==> src/design/load_store_queue_macros.svh <==
// assertion helpers shared by the queue modules
`ifndef LOAD_STORE_QUEUE_MACROS_SVH
`define LOAD_STORE_QUEUE_MACROS_SVH

// same-cycle implication, disabled while reset is held
`define LSQ_ASSERT_IMPL(lbl, clk, rst_n, ante, cons, msg) \
    lbl: assert property (@(posedge clk) disable iff (!rst_n) (ante) |-> (cons)) \
        else $error(msg);

// next-cycle implication, disabled while reset is held
`define LSQ_ASSERT_NEXT(lbl, clk, rst_n, ante, cons, msg) \
    lbl: assert property (@(posedge clk) disable iff (!rst_n) (ante) |=> (cons)) \
        else $error(msg);

`endif

==> src/design/lsq_pkg.sv <==
package lsq_pkg;

    localparam int DEPTH  = 16;
    localparam int PTR_W  = $clog2(DEPTH);
    localparam int CNT_W  = $clog2(DEPTH + 1);
    localparam int CMD_W  = 2;
    localparam int ID_W   = 32;
    localparam int ADDR_W = 64;
    localparam int OCC_W  = 5;

    localparam logic [CMD_W-1:0] CMD_ALLOC  = 2'd0;
    localparam logic [CMD_W-1:0] CMD_RETIRE = 2'd1;
    localparam logic [CMD_W-1:0] CMD_COMMIT = 2'd2;
    localparam logic [CMD_W-1:0] CMD_QUERY  = 2'd3;

    // controller to datapath
    typedef struct packed {
        logic load_in;
        logic match;
        logic push;
        logic pop;
        logic commit;
        logic load_out;
    } t_lsq_ctl;

    // datapath to controller
    typedef struct packed {
        logic [CMD_W-1:0] cmd;
        logic             full;
        logic             empty;
        logic             head_rdy;
    } t_lsq_stat;

    function automatic logic [PTR_W-1:0] ptr_inc(input logic [PTR_W-1:0] ptr);
        logic [PTR_W-1:0] res;
        if (ptr == PTR_W'(DEPTH - 1)) begin
            res = '0;
        end else begin
            res = ptr + 1'b1;
        end
        return res;
    endfunction

    // physical slot of a queue offset counted from the head
    function automatic logic [PTR_W-1:0] slot_of(input logic [PTR_W-1:0] head,
                                                 input logic [PTR_W-1:0] off);
        logic [PTR_W:0] sum;
        sum = {1'b0, head} + {1'b0, off};
        if (sum >= (PTR_W + 1)'(DEPTH)) begin
            sum = sum - (PTR_W + 1)'(DEPTH);
        end
        return sum[PTR_W-1:0];
    endfunction

    // queue offset of a physical slot
    function automatic logic [PTR_W-1:0] offset_of(input logic [PTR_W-1:0] slot,
                                                   input logic [PTR_W-1:0] head);
        logic [PTR_W:0] dif;
        if (slot >= head) begin
            dif = {1'b0, slot} - {1'b0, head};
        end else begin
            dif = {1'b0, slot} + (PTR_W + 1)'(DEPTH) - {1'b0, head};
        end
        return dif[PTR_W-1:0];
    endfunction

endpackage

==> src/design/lsq_ifs.sv <==
interface lsq_req_if;
    import lsq_pkg::*;

    logic              valid;
    logic              ready;
    logic [CMD_W-1:0]  command;
    logic [ID_W-1:0]   req_id;
    logic              is_store;
    logic [ADDR_W-1:0] address;

    modport source (output valid, output command, output req_id, output is_store,
                    output address, input ready);
    modport sink   (input valid, input command, input req_id, input is_store,
                    input address, output ready);
endinterface

interface lsq_rsp_if;
    import lsq_pkg::*;

    logic             valid;
    logic             ready;
    logic             accepted;
    logic             store_found;
    logic             store_ready;
    logic [OCC_W-1:0] occupancy;
    logic             full_res;
    logic             empty_res;

    modport source (output valid, output accepted, output store_found,
                    output store_ready, output occupancy, output full_res,
                    output empty_res, input ready);
    modport sink   (input valid, input accepted, input store_found,
                    input store_ready, input occupancy, input full_res,
                    input empty_res, output ready);
endinterface

==> src/design/lsq_ctrl.sv <==
`include "load_store_queue_macros.svh"

module lsq_ctrl (
    input  logic               i_clk,
    input  logic               i_rst_n,
    input  logic               i_in_valid,
    output logic               o_in_ready,
    output logic               o_out_valid,
    input  logic               i_out_ready,
    input  lsq_pkg::t_lsq_stat i_stat,
    output lsq_pkg::t_lsq_ctl  o_ctl
);
    import lsq_pkg::*;

    localparam logic [1:0] S_IDLE   = 2'd0;
    localparam logic [1:0] S_MATCH  = 2'd1;
    localparam logic [1:0] S_UPDATE = 2'd2;

    logic [1:0] r_state;
    logic [1:0] n_state;
    logic       r_out_valid;
    logic       n_out_valid;
    logic       out_free;

    assign out_free    = !r_out_valid || i_out_ready;
    assign o_in_ready  = (r_state == S_IDLE);
    assign o_out_valid = r_out_valid;

    always_comb begin
        n_state = r_state;
        o_ctl   = '0;
        case (r_state)
            S_IDLE: begin
                if (i_in_valid) begin
                    o_ctl.load_in = 1'b1;
                    n_state       = S_MATCH;
                end
            end
            S_MATCH: begin
                o_ctl.match = 1'b1;
                n_state     = S_UPDATE;
            end
            S_UPDATE: begin
                if (out_free) begin
                    o_ctl.load_out = 1'b1;
                    o_ctl.push     = (i_stat.cmd == CMD_ALLOC) && !i_stat.full;
                    o_ctl.pop      = (i_stat.cmd == CMD_RETIRE) && !i_stat.empty
                                     && i_stat.head_rdy;
                    o_ctl.commit   = (i_stat.cmd == CMD_COMMIT);
                    n_state        = S_IDLE;
                end
            end
            default: begin
                n_state = S_IDLE;
            end
        endcase
    end

    always_comb begin
        n_out_valid = r_out_valid;
        if (o_ctl.load_out) begin
            n_out_valid = 1'b1;
        end else if (i_out_ready) begin
            n_out_valid = 1'b0;
        end
    end

    always_ff @(posedge i_clk) begin
        if (!i_rst_n) begin
            r_state     <= S_IDLE;
            r_out_valid <= 1'b0;
        end else begin
            r_state     <= n_state;
            r_out_valid <= n_out_valid;
        end
    end

    `LSQ_ASSERT_IMPL(a_push_pop_excl, i_clk, i_rst_n, o_ctl.push, !o_ctl.pop, "push and pop together")
    `LSQ_ASSERT_IMPL(a_no_push_full, i_clk, i_rst_n, o_ctl.push, !i_stat.full, "push into a full queue")
    `LSQ_ASSERT_NEXT(a_result_shown, i_clk, i_rst_n, o_ctl.load_out, r_out_valid, "result not presented")
    `LSQ_ASSERT_NEXT(a_accept_match, i_clk, i_rst_n, o_ctl.load_in, r_state == S_MATCH, "accept without match step")

endmodule

==> src/design/lsq_dp.sv <==
`include "load_store_queue_macros.svh"

module lsq_dp (
    input  logic                      i_clk,
    input  logic                      i_rst_n,
    input  lsq_pkg::t_lsq_ctl         i_ctl,
    output lsq_pkg::t_lsq_stat        o_stat,
    input  logic [lsq_pkg::CMD_W-1:0]  i_command,
    input  logic [lsq_pkg::ID_W-1:0]   i_req_id,
    input  logic                      i_is_store,
    input  logic [lsq_pkg::ADDR_W-1:0] i_address,
    output logic                      o_accepted,
    output logic                      o_store_found,
    output logic                      o_store_ready,
    output logic [lsq_pkg::OCC_W-1:0]  o_occupancy,
    output logic                      o_full_res,
    output logic                      o_empty_res
);
    import lsq_pkg::*;

    // captured command beat
    logic [CMD_W-1:0]  r_cmd;
    logic [ID_W-1:0]   r_id;
    logic              r_store;
    logic [ADDR_W-1:0] r_addr;

    // queue entries
    logic [ID_W-1:0]   r_slot_id   [DEPTH];
    logic              r_slot_store[DEPTH];
    logic [ADDR_W-1:0] r_slot_addr [DEPTH];
    logic [DEPTH-1:0]  r_slot_rdy;

    logic [PTR_W-1:0]  r_head;
    logic [PTR_W-1:0]  r_tail;
    logic [CNT_W-1:0]  r_count;
    logic [CNT_W-1:0]  n_count;

    // match vectors: id hits by slot, store hits and ready marks by offset
    logic [DEPTH-1:0]  r_id_hit;
    logic [DEPTH-1:0]  r_st_off;
    logic [DEPTH-1:0]  r_rdy_off;
    logic [DEPTH-1:0]  n_id_hit;
    logic [DEPTH-1:0]  n_st_off;
    logic [DEPTH-1:0]  n_rdy_off;
    logic [DEPTH-1:0]  st_slot;
    logic [DEPTH-1:0]  youngest;

    logic              q_found;
    logic              q_ready;

    always_comb begin
        logic [PTR_W-1:0] sl;
        for (int s = 0; s < DEPTH; s++) begin
            n_id_hit[s] = (CNT_W'(offset_of(PTR_W'(s), r_head)) < r_count)
                          && (r_slot_id[s] == r_id);
            st_slot[s]  = r_slot_store[s] && (r_slot_addr[s] == r_addr);
        end
        for (int i = 0; i < DEPTH; i++) begin
            sl           = slot_of(r_head, PTR_W'(i));
            n_st_off[i]  = (CNT_W'(i) < r_count) && st_slot[sl];
            n_rdy_off[i] = r_slot_rdy[sl];
        end
    end

    // youngest live store hit: no hit at a larger offset
    always_comb begin
        for (int i = 0; i < DEPTH; i++) begin
            youngest[i] = r_st_off[i] && (((r_st_off >> i) >> 1) == '0);
        end
    end

    assign q_found = (r_cmd == CMD_QUERY) && (r_st_off != '0);
    assign q_ready = (r_cmd == CMD_QUERY) && ((youngest & r_rdy_off) != '0);

    always_comb begin
        n_count = r_count;
        if (i_ctl.push) begin
            n_count = r_count + 1'b1;
        end else if (i_ctl.pop) begin
            n_count = r_count - 1'b1;
        end
    end

    assign o_stat.cmd      = r_cmd;
    assign o_stat.full     = (r_count == CNT_W'(DEPTH));
    assign o_stat.empty    = (r_count == '0);
    assign o_stat.head_rdy = r_slot_rdy[r_head];

    always_ff @(posedge i_clk) begin
        if (!i_rst_n) begin
            r_head  <= '0;
            r_tail  <= '0;
            r_count <= '0;
        end else begin
            r_count <= n_count;
            if (i_ctl.push) begin
                r_tail <= ptr_inc(r_tail);
            end
            if (i_ctl.pop) begin
                r_head <= ptr_inc(r_head);
            end
        end
    end

    always_ff @(posedge i_clk) begin
        if (i_ctl.load_in) begin
            r_cmd   <= i_command;
            r_id    <= i_req_id;
            r_store <= i_is_store;
            r_addr  <= i_address;
        end
        if (i_ctl.match) begin
            r_id_hit  <= n_id_hit;
            r_st_off  <= n_st_off;
            r_rdy_off <= n_rdy_off;
        end
        if (i_ctl.push) begin
            r_slot_id[r_tail]    <= r_id;
            r_slot_store[r_tail] <= r_store;
            r_slot_addr[r_tail]  <= r_addr;
            r_slot_rdy[r_tail]   <= 1'b0;
        end
        if (i_ctl.commit) begin
            r_slot_rdy <= r_slot_rdy | r_id_hit;
        end
        if (i_ctl.load_out) begin
            o_accepted    <= i_ctl.push || i_ctl.pop;
            o_store_found <= q_found;
            o_store_ready <= q_ready;
            o_occupancy   <= OCC_W'(n_count);
            o_full_res    <= (n_count == CNT_W'(DEPTH));
            o_empty_res   <= (n_count == '0);
        end
    end

    `LSQ_ASSERT_IMPL(a_count_bound, i_clk, i_rst_n, 1'b1, r_count <= CNT_W'(DEPTH), "count beyond depth")
    `LSQ_ASSERT_IMPL(a_ptr_gap, i_clk, i_rst_n, !o_stat.full && !o_stat.empty, r_head != r_tail, "pointers meet while partly filled")

endmodule

==> src/design/load_store_queue.sv <==
// in-order load/store queue of DEPTH entries (lsq_pkg::DEPTH)
// i_req carries one command beat: allocate, retire head, commit by id or
// query stores by address; o_rsp returns exactly one result beat per command
// with accepted, store_found, store_ready and the occupancy after the command
// the sequencer takes one command at a time, so a new command is taken only
// once the last one has passed its update step and its result is in the
// result register
// the three steps are capture, a parallel id/address compare over all slots
// into registered hit vectors, then the queue update and result register
// the result register parts the two sides: the next command is taken while
// an earlier result still waits; if the receiver stalls, the update step
// holds until the result register frees, and i_req.ready stays low meanwhile
// reset (synchronous, active low) empties the queue: head, tail and count go
// to zero; entry contents are not cleared since only queued entries are read
module load_store_queue (
    input logic        i_clk,
    input logic        i_rst_n,
    lsq_req_if.sink    i_req,
    lsq_rsp_if.source  o_rsp
);
    import lsq_pkg::*;

    t_lsq_ctl  ctl;
    t_lsq_stat stat;

    // sequencer: handshakes and the update decision
    lsq_ctrl u_ctrl (
        .i_clk       (i_clk),
        .i_rst_n     (i_rst_n),
        .i_in_valid  (i_req.valid),
        .o_in_ready  (i_req.ready),
        .o_out_valid (o_rsp.valid),
        .i_out_ready (o_rsp.ready),
        .i_stat      (stat),
        .o_ctl       (ctl)
    );

    // entries, pointers, compare vectors and result register
    lsq_dp u_dp (
        .i_clk         (i_clk),
        .i_rst_n       (i_rst_n),
        .i_ctl         (ctl),
        .o_stat        (stat),
        .i_command     (i_req.command),
        .i_req_id      (i_req.req_id),
        .i_is_store    (i_req.is_store),
        .i_address     (i_req.address),
        .o_accepted    (o_rsp.accepted),
        .o_store_found (o_rsp.store_found),
        .o_store_ready (o_rsp.store_ready),
        .o_occupancy   (o_rsp.occupancy),
        .o_full_res    (o_rsp.full_res),
        .o_empty_res   (o_rsp.empty_res)
    );

endmodule
==> src/flat_wrapper.sv <==
// flat-port wrapper written by rule: the top's interface ports become plain ports
module load_store_queue_flat import lsq_pkg::*;
  (i_clk, i_rst_n, i_req_valid, i_req_command, i_req_req_id, i_req_is_store, i_req_address, i_req_ready, o_rsp_valid, o_rsp_accepted, o_rsp_store_found, o_rsp_store_ready, o_rsp_occupancy, o_rsp_full_res, o_rsp_empty_res, o_rsp_ready);
  lsq_req_if i_req_i ();
  lsq_rsp_if o_rsp_i ();
  input logic i_clk;
  input logic i_rst_n;
  input wire logic [$bits(i_req_i.valid)-1:0] i_req_valid;
  input wire logic [$bits(i_req_i.command)-1:0] i_req_command;
  input wire logic [$bits(i_req_i.req_id)-1:0] i_req_req_id;
  input wire logic [$bits(i_req_i.is_store)-1:0] i_req_is_store;
  input wire logic [$bits(i_req_i.address)-1:0] i_req_address;
  output wire logic [$bits(i_req_i.ready)-1:0] i_req_ready;
  output wire logic [$bits(o_rsp_i.valid)-1:0] o_rsp_valid;
  output wire logic [$bits(o_rsp_i.accepted)-1:0] o_rsp_accepted;
  output wire logic [$bits(o_rsp_i.store_found)-1:0] o_rsp_store_found;
  output wire logic [$bits(o_rsp_i.store_ready)-1:0] o_rsp_store_ready;
  output wire logic [$bits(o_rsp_i.occupancy)-1:0] o_rsp_occupancy;
  output wire logic [$bits(o_rsp_i.full_res)-1:0] o_rsp_full_res;
  output wire logic [$bits(o_rsp_i.empty_res)-1:0] o_rsp_empty_res;
  input wire logic [$bits(o_rsp_i.ready)-1:0] o_rsp_ready;
  assign i_req_i.valid = i_req_valid;
  assign i_req_i.command = i_req_command;
  assign i_req_i.req_id = i_req_req_id;
  assign i_req_i.is_store = i_req_is_store;
  assign i_req_i.address = i_req_address;
  assign i_req_ready = i_req_i.ready;
  assign o_rsp_valid = o_rsp_i.valid;
  assign o_rsp_accepted = o_rsp_i.accepted;
  assign o_rsp_store_found = o_rsp_i.store_found;
  assign o_rsp_store_ready = o_rsp_i.store_ready;
  assign o_rsp_occupancy = o_rsp_i.occupancy;
  assign o_rsp_full_res = o_rsp_i.full_res;
  assign o_rsp_empty_res = o_rsp_i.empty_res;
  assign o_rsp_i.ready = o_rsp_ready;
  load_store_queue u_core (.i_clk(i_clk), .i_rst_n(i_rst_n), .i_req(i_req_i), .o_rsp(o_rsp_i));
endmodule
==> config.mk <==
export PLATFORM = sky130hd
export DESIGN_NAME = load_store_queue_flat
export DESIGN_NICKNAME = d
export VERILOG_FILES = /design/src/design/lsq_pkg.sv /design/src/design/lsq_ifs.sv /design/src/design/lsq_ctrl.sv /design/src/design/lsq_dp.sv /design/src/design/load_store_queue.sv /design/src/flat_wrapper.sv
export VERILOG_INCLUDE_DIRS = /design/src /design/src/design
export SDC_FILE = /design/constraint.sdc
export NUM_CORES = 2
export LEC_CHECK = 0
export BUFFER_PORTS_ARGS = -buffer_cell sky130_fd_sc_hd__buf_2
export CAP_MARGIN = 20
export CORE_MARGIN = 4
export CORE_UTILIZATION = 40
export CTS_CLUSTER_SIZE = 10
export DETAILED_ROUTE_END_ITERATION = 16
export GPL_TIMING_DRIVEN = 0
export RECOVER_POWER = 50
export SYNTH_ARGS = -nofsm -noshare
export SYNTH_HDL_FRONTEND = slang
export SYNTH_HIERARCHICAL = 1
export SYNTH_SLANG_ARGS = --single-unit
==> constraint.sdc <==
create_clock -name i_clk -period 17.3 [get_ports i_clk]
set_input_delay 1.73 -clock i_clk [delete_from_list [all_inputs] [get_ports i_clk]]
set_output_delay 1.73 -clock i_clk [all_outputs]
set_load 0.05 [all_outputs]
==> run summary <==
The run finished, with violations left. The checks that failed: max-capacitance violations, max-slew violations. Summed over all nets, the switching power comes to between 2 and 2.5 mW. For this run, the detailed router's first-pass iteration total came to 8. The kind of path behind the tightest hold check is reg2reg. The cell taking the most area after synthesis is edfxtp_1. Among all stages on the critical path, the largest delay is contributed by clkbuf_1. The area of combinational cells with multiple inputs is ~21000 um^2.

The total grt overflow is 0. The final hold slack came out at between 0.5 and 0.6 ns. The number of gates resized after CTS came out at 0. The worst hold path stage count came out at 2.

Of all nets on the critical path, the largest fanout is 10. From synthesis to final layout, the design area changed by 15.7%. The initial utilization of the core area, before any placement, comes to roughly two fifths.

After detailed routing, the average wire length per cell comes to roughly 36 um. The relative contribution of sequential cells to total power is around 52%. The accumulated negative setup slack is 0 ns.

A synthesized cell averages between 15 and 20 um^2. In this run, the combinational gates consume 6.7% of the power. Power comes to ~9.2 mW. The gate count of the mapped netlist came out at between 4000 and 5000. Of the synthesized area, sequential elements account for around 70%. edfxtp_1 is the most common cell in the netlist. The yosys synthesis warning count came out at 6. The combined global-route utilization of all metal layers came out at 28.5%. In the routed design, unresolved DRC markers number 0.

The final hold violation count is 0. Synthesis produced a netlist with a net count of ~4900. The floorplan has roughly 160 rows. The critical path data arrival time is roughly 8.0 ns. The highest attainable clock frequency came out at ~140 MHz. The clock share of power came out at between 40% and 50%. The sink count of the clock tree came out at approximately 1700. The vertical die dimension is about 440 um. From left edge to right edge, the die measures 439 um.

With fillers left out, the area of the finished cells amounts to between 80000 and 90000 um^2. The largest stage delay on the critical path is roughly 1.1 ns. The clock buffer count from CTS came out at 198.

Across the VDD grid, the largest voltage drop is ~0.0001 V. Setup repair after global routing left no endpoint under its margin. The number of vias after detailed routing came out at 46500. The via density per instance is 5.94.

Entering global routing, the biggest net connects 66 pins. The buffer depth of the longest clock path came out at 3. The worst slack after detailed placement is 11.09 ns. The power density over the cells is 106 nW/um^2. The internal power of the cells totals approximately 7.0 mW. The reg2reg setup slack came out at just under 10 ns. Between clock sinks in the finished design, the worst skew comes to 0.0546 ns. Summed over all cells, the static leakage comes to around 28 nW. The placed instance area came out at a little over 80000 um^2. Max-cap violations in this run came to 11. The final cell count without fillers came out at 7831.

The post-synth design cell area came out at roughly 74000 um^2. The count of final max-slew check failures is between 150 and 200. Synthesis inferred between 1500 and 2000 register bits.

The die area is ~190000 um^2. Headroom to the max-slew limit came out at -21.8%. The I/O pin count came out at 115. The number of buffers inserted for hold repair after clock tree synthesis is 0. For the worst-skew pair, the clock arrives at the later sink with an insertion delay of 0.85 ns. For this run, asynchronously set or reset flops after synthesis account for 0%.

Among all flip-flop cells after synthesis, the most frequent one is edfxtp_1. Detailed placement finished with a half-perimeter wire length of 195000 um. The worst setup path is captured at a register. The final setup slack of the worst path is approximately 9.9 ns.

The count of buffers added by post-CTS timing repair for setup is 0. After synthesis, the cell types taking the most area are edfxtp_1 (70%), xor2_1 (9.6%), xnor2_1 (6.1%), nor4_1 (2.1%), nand4_1 (1.5%). The logic depth of the worst register-to-register path is 12. The H-tree level count came out at 4. The storage element area came out at approximately 52000 um^2.

Cells with a size suffix above 1 make up about 11% of the layout. The number of global-route vias before repair came to approximately 44000. The tree is rooted in a clkbuf_16. The detailed router's first-iteration violation count is 8081. The routed design has roughly 280000 um of wire. The initial antenna violation count is between 40 and 50. The critical path is of the reg2reg type. The kind of launch point of the worst setup path is a register.

For the pin with the worst max-slew slack, the measured transition is around 1.8 ns. Sorting the synthesized cells by how often they occur yields edfxtp_1 (1725), xor2_1 (819), xnor2_1 (519), nor4_1 (249), nand4_1 (176). The count of flip-flops with a built-in enable after synthesis is ~1700.

The core region is ~180000 um^2. The final design utilization is 46.8%. The number of inserted filler cells in the final layout is roughly 16000. Net switching is between 20% and 30% of the power. The number of cells in the design after placement came out at between 7000 and 8000. The top cell type by area accounts for 69.7% of the synthesized area.

The global-route wire length before repair came out at approximately 370000 um. The final critical path time including I/O delays and setup is around 7.4 ns. The final cycle utilization of the critical path is 42.8%. The post-detailed-route count of antenna-violating nets is 0. Walking the worst path, the cells encountered are clkbuf_1, clkbuf_1, buf_1, buf_1, xor2_1, nor4_1, nand4_1, nor4_1, a32o_1, mux2i_1, mux2_1, o21bai_1.

The count of different cell masters after synthesis came out at between 70 and 80. The TritonCTS clock tree is yes. The clock edge transition at the registers on the reported setup and hold paths came out at about 0.060 ns.

The congestion estimate from routability-driven global placement came to slightly below 1. The final number of setup-violating endpoints came out at 0. In the final design database the tool counted 5438 nets. STA puts the critical path data required time at ~18 ns. The port buffer count is about 110.
[cells in the final DEF (no fill, tap or decap), types with 45 or more instances in the layout]
cell       Yosys  routed
nor2_1       119     111
xor2_1       819     819
a21oi_1       73      73
xnor2_1      519     519
buf_2         16     141
clkbuf_1     147     270
ha_1          45      45
inv_1        100     100
clkbuf_16      0     200
nor4_1       249     248
mux2i_1       60      60
o22ai_1       52      52
nand2_1       83      83
nand2b_1      74      74
nand4_1      176     176
edfxtp_1    1725    1725
[power by group through the flow]
stage	Sequential [mW]	Combinational, mW	Clock (mW)
after detailed placement	4.86	0.644	0
after CTS	4.77	0.647	3.83
final	4.77	0.613	3.79
after global placement	4.94	0.468	0
after global routing	4.76	0.619	4.01
after floorplan	4.80	0.265	0
[area by class of cell]
| type | instances | share of cell area [%] |
|---|---|---|
| repair buffers | 329 | 3.32 |
| inverters | 124 | 0.541 |
| clock buffers | 239 | 6.00 |
| flip-flops and latches | 1741 | 60.6 |
| clock inverters | 25 | 0.510 |
| multi-input cells | 2674 | 24.3 |
| diodes | 13 | 0.0378 |
| plain buffers | 222 | 1.11 |
| well taps | 2464 | 3.58 |
[sequential cells by signal, indices dropped and copies added, names as in the netlist, 2 cells and up]
| signal | count |
|---|---|
| u_core/u_dp/o_occupancy | 5 |
| u_core/u_dp/r_tail | 4 |
| u_core/u_dp/r_count | 5 |
| u_core/u_dp/r_id_hit | 16 |
| u_core/u_dp/r_head | 4 |
| u_core/u_dp/r_slot_store | 16 |
| u_core/u_dp/r_cmd | 2 |
| u_core/u_dp/r_st_off | 16 |
| u_core/u_ctrl/r_state | 2 |
| u_core/u_dp/r_slot_rdy | 16 |
| u_core/u_dp/r_rdy_off | 16 |
| u_core/u_dp/r_slot_id | 512 |
| u_core/u_dp/r_addr | 64 |
| u_core/u_dp/r_slot_addr | 1024 |
| u_core/u_dp/r_id | 32 |
[metal layers]
| metal | global-route usage [%] | share of wire [%] | vias up |
|---|---|---|---|
| met5 | 0 | 0.020 | - |
| met4 | 11.4 | 4.7 | 10 |
| met3 | 6.65 | 13 | 570 |
| met2 | 42.6 | 44 | 3338 |
| met1 | 40.1 | 39 | 23800 |
| li1 | - | - | 18800 |
[final timing paths]
| check | end | from |
|---|---|---|
| setup reg to reg | u_core/u_dp/r_st_off[5] | u_core/u_dp/r_addr[39] |
| setup / recovery | u_core/u_dp/r_st_off[5] | u_core/u_dp/r_addr[39] |
| hold / removal | u_core/u_ctrl/o_out_valid | u_core/u_ctrl/o_out_valid |
| hold reg to reg | u_core/u_ctrl/o_out_valid | u_core/u_ctrl/o_out_valid |
[worst max-delay path: cells and delay by family, from the launching register on]
family / cells / cell delay (ns)
buffers and inverters: 4 / 3.24
AND/OR/NAND/NOR: 3 / 1.90
AO/OA/AOI/OAI: 2 / 0.89
multiplexers: 2 / 0.49
flip-flops: 1 / 0.46
XOR/XNOR: 1 / 0.14
[cell families (layout without fill, tap and decap cells)]
kind of cell | after synthesis | in the layout | synth area share [%]
adder cells (fa/ha/maj) | 45 | 45 | 0.757
multiplexers | 91 | 91 | 1.61
XOR/XNOR | 1338 | 1338 | 15.8
other | 0 | 13 | 0
AO/OA/AOI/OAI | 355 | 355 | 3.44
AND/OR/NAND/NOR | 845 | 845 | 6.47
flip-flops | 1741 | 1741 | 70.1
buffers and inverters | 346 | 939 | 1.86
(Power assumes the default switching activity.)
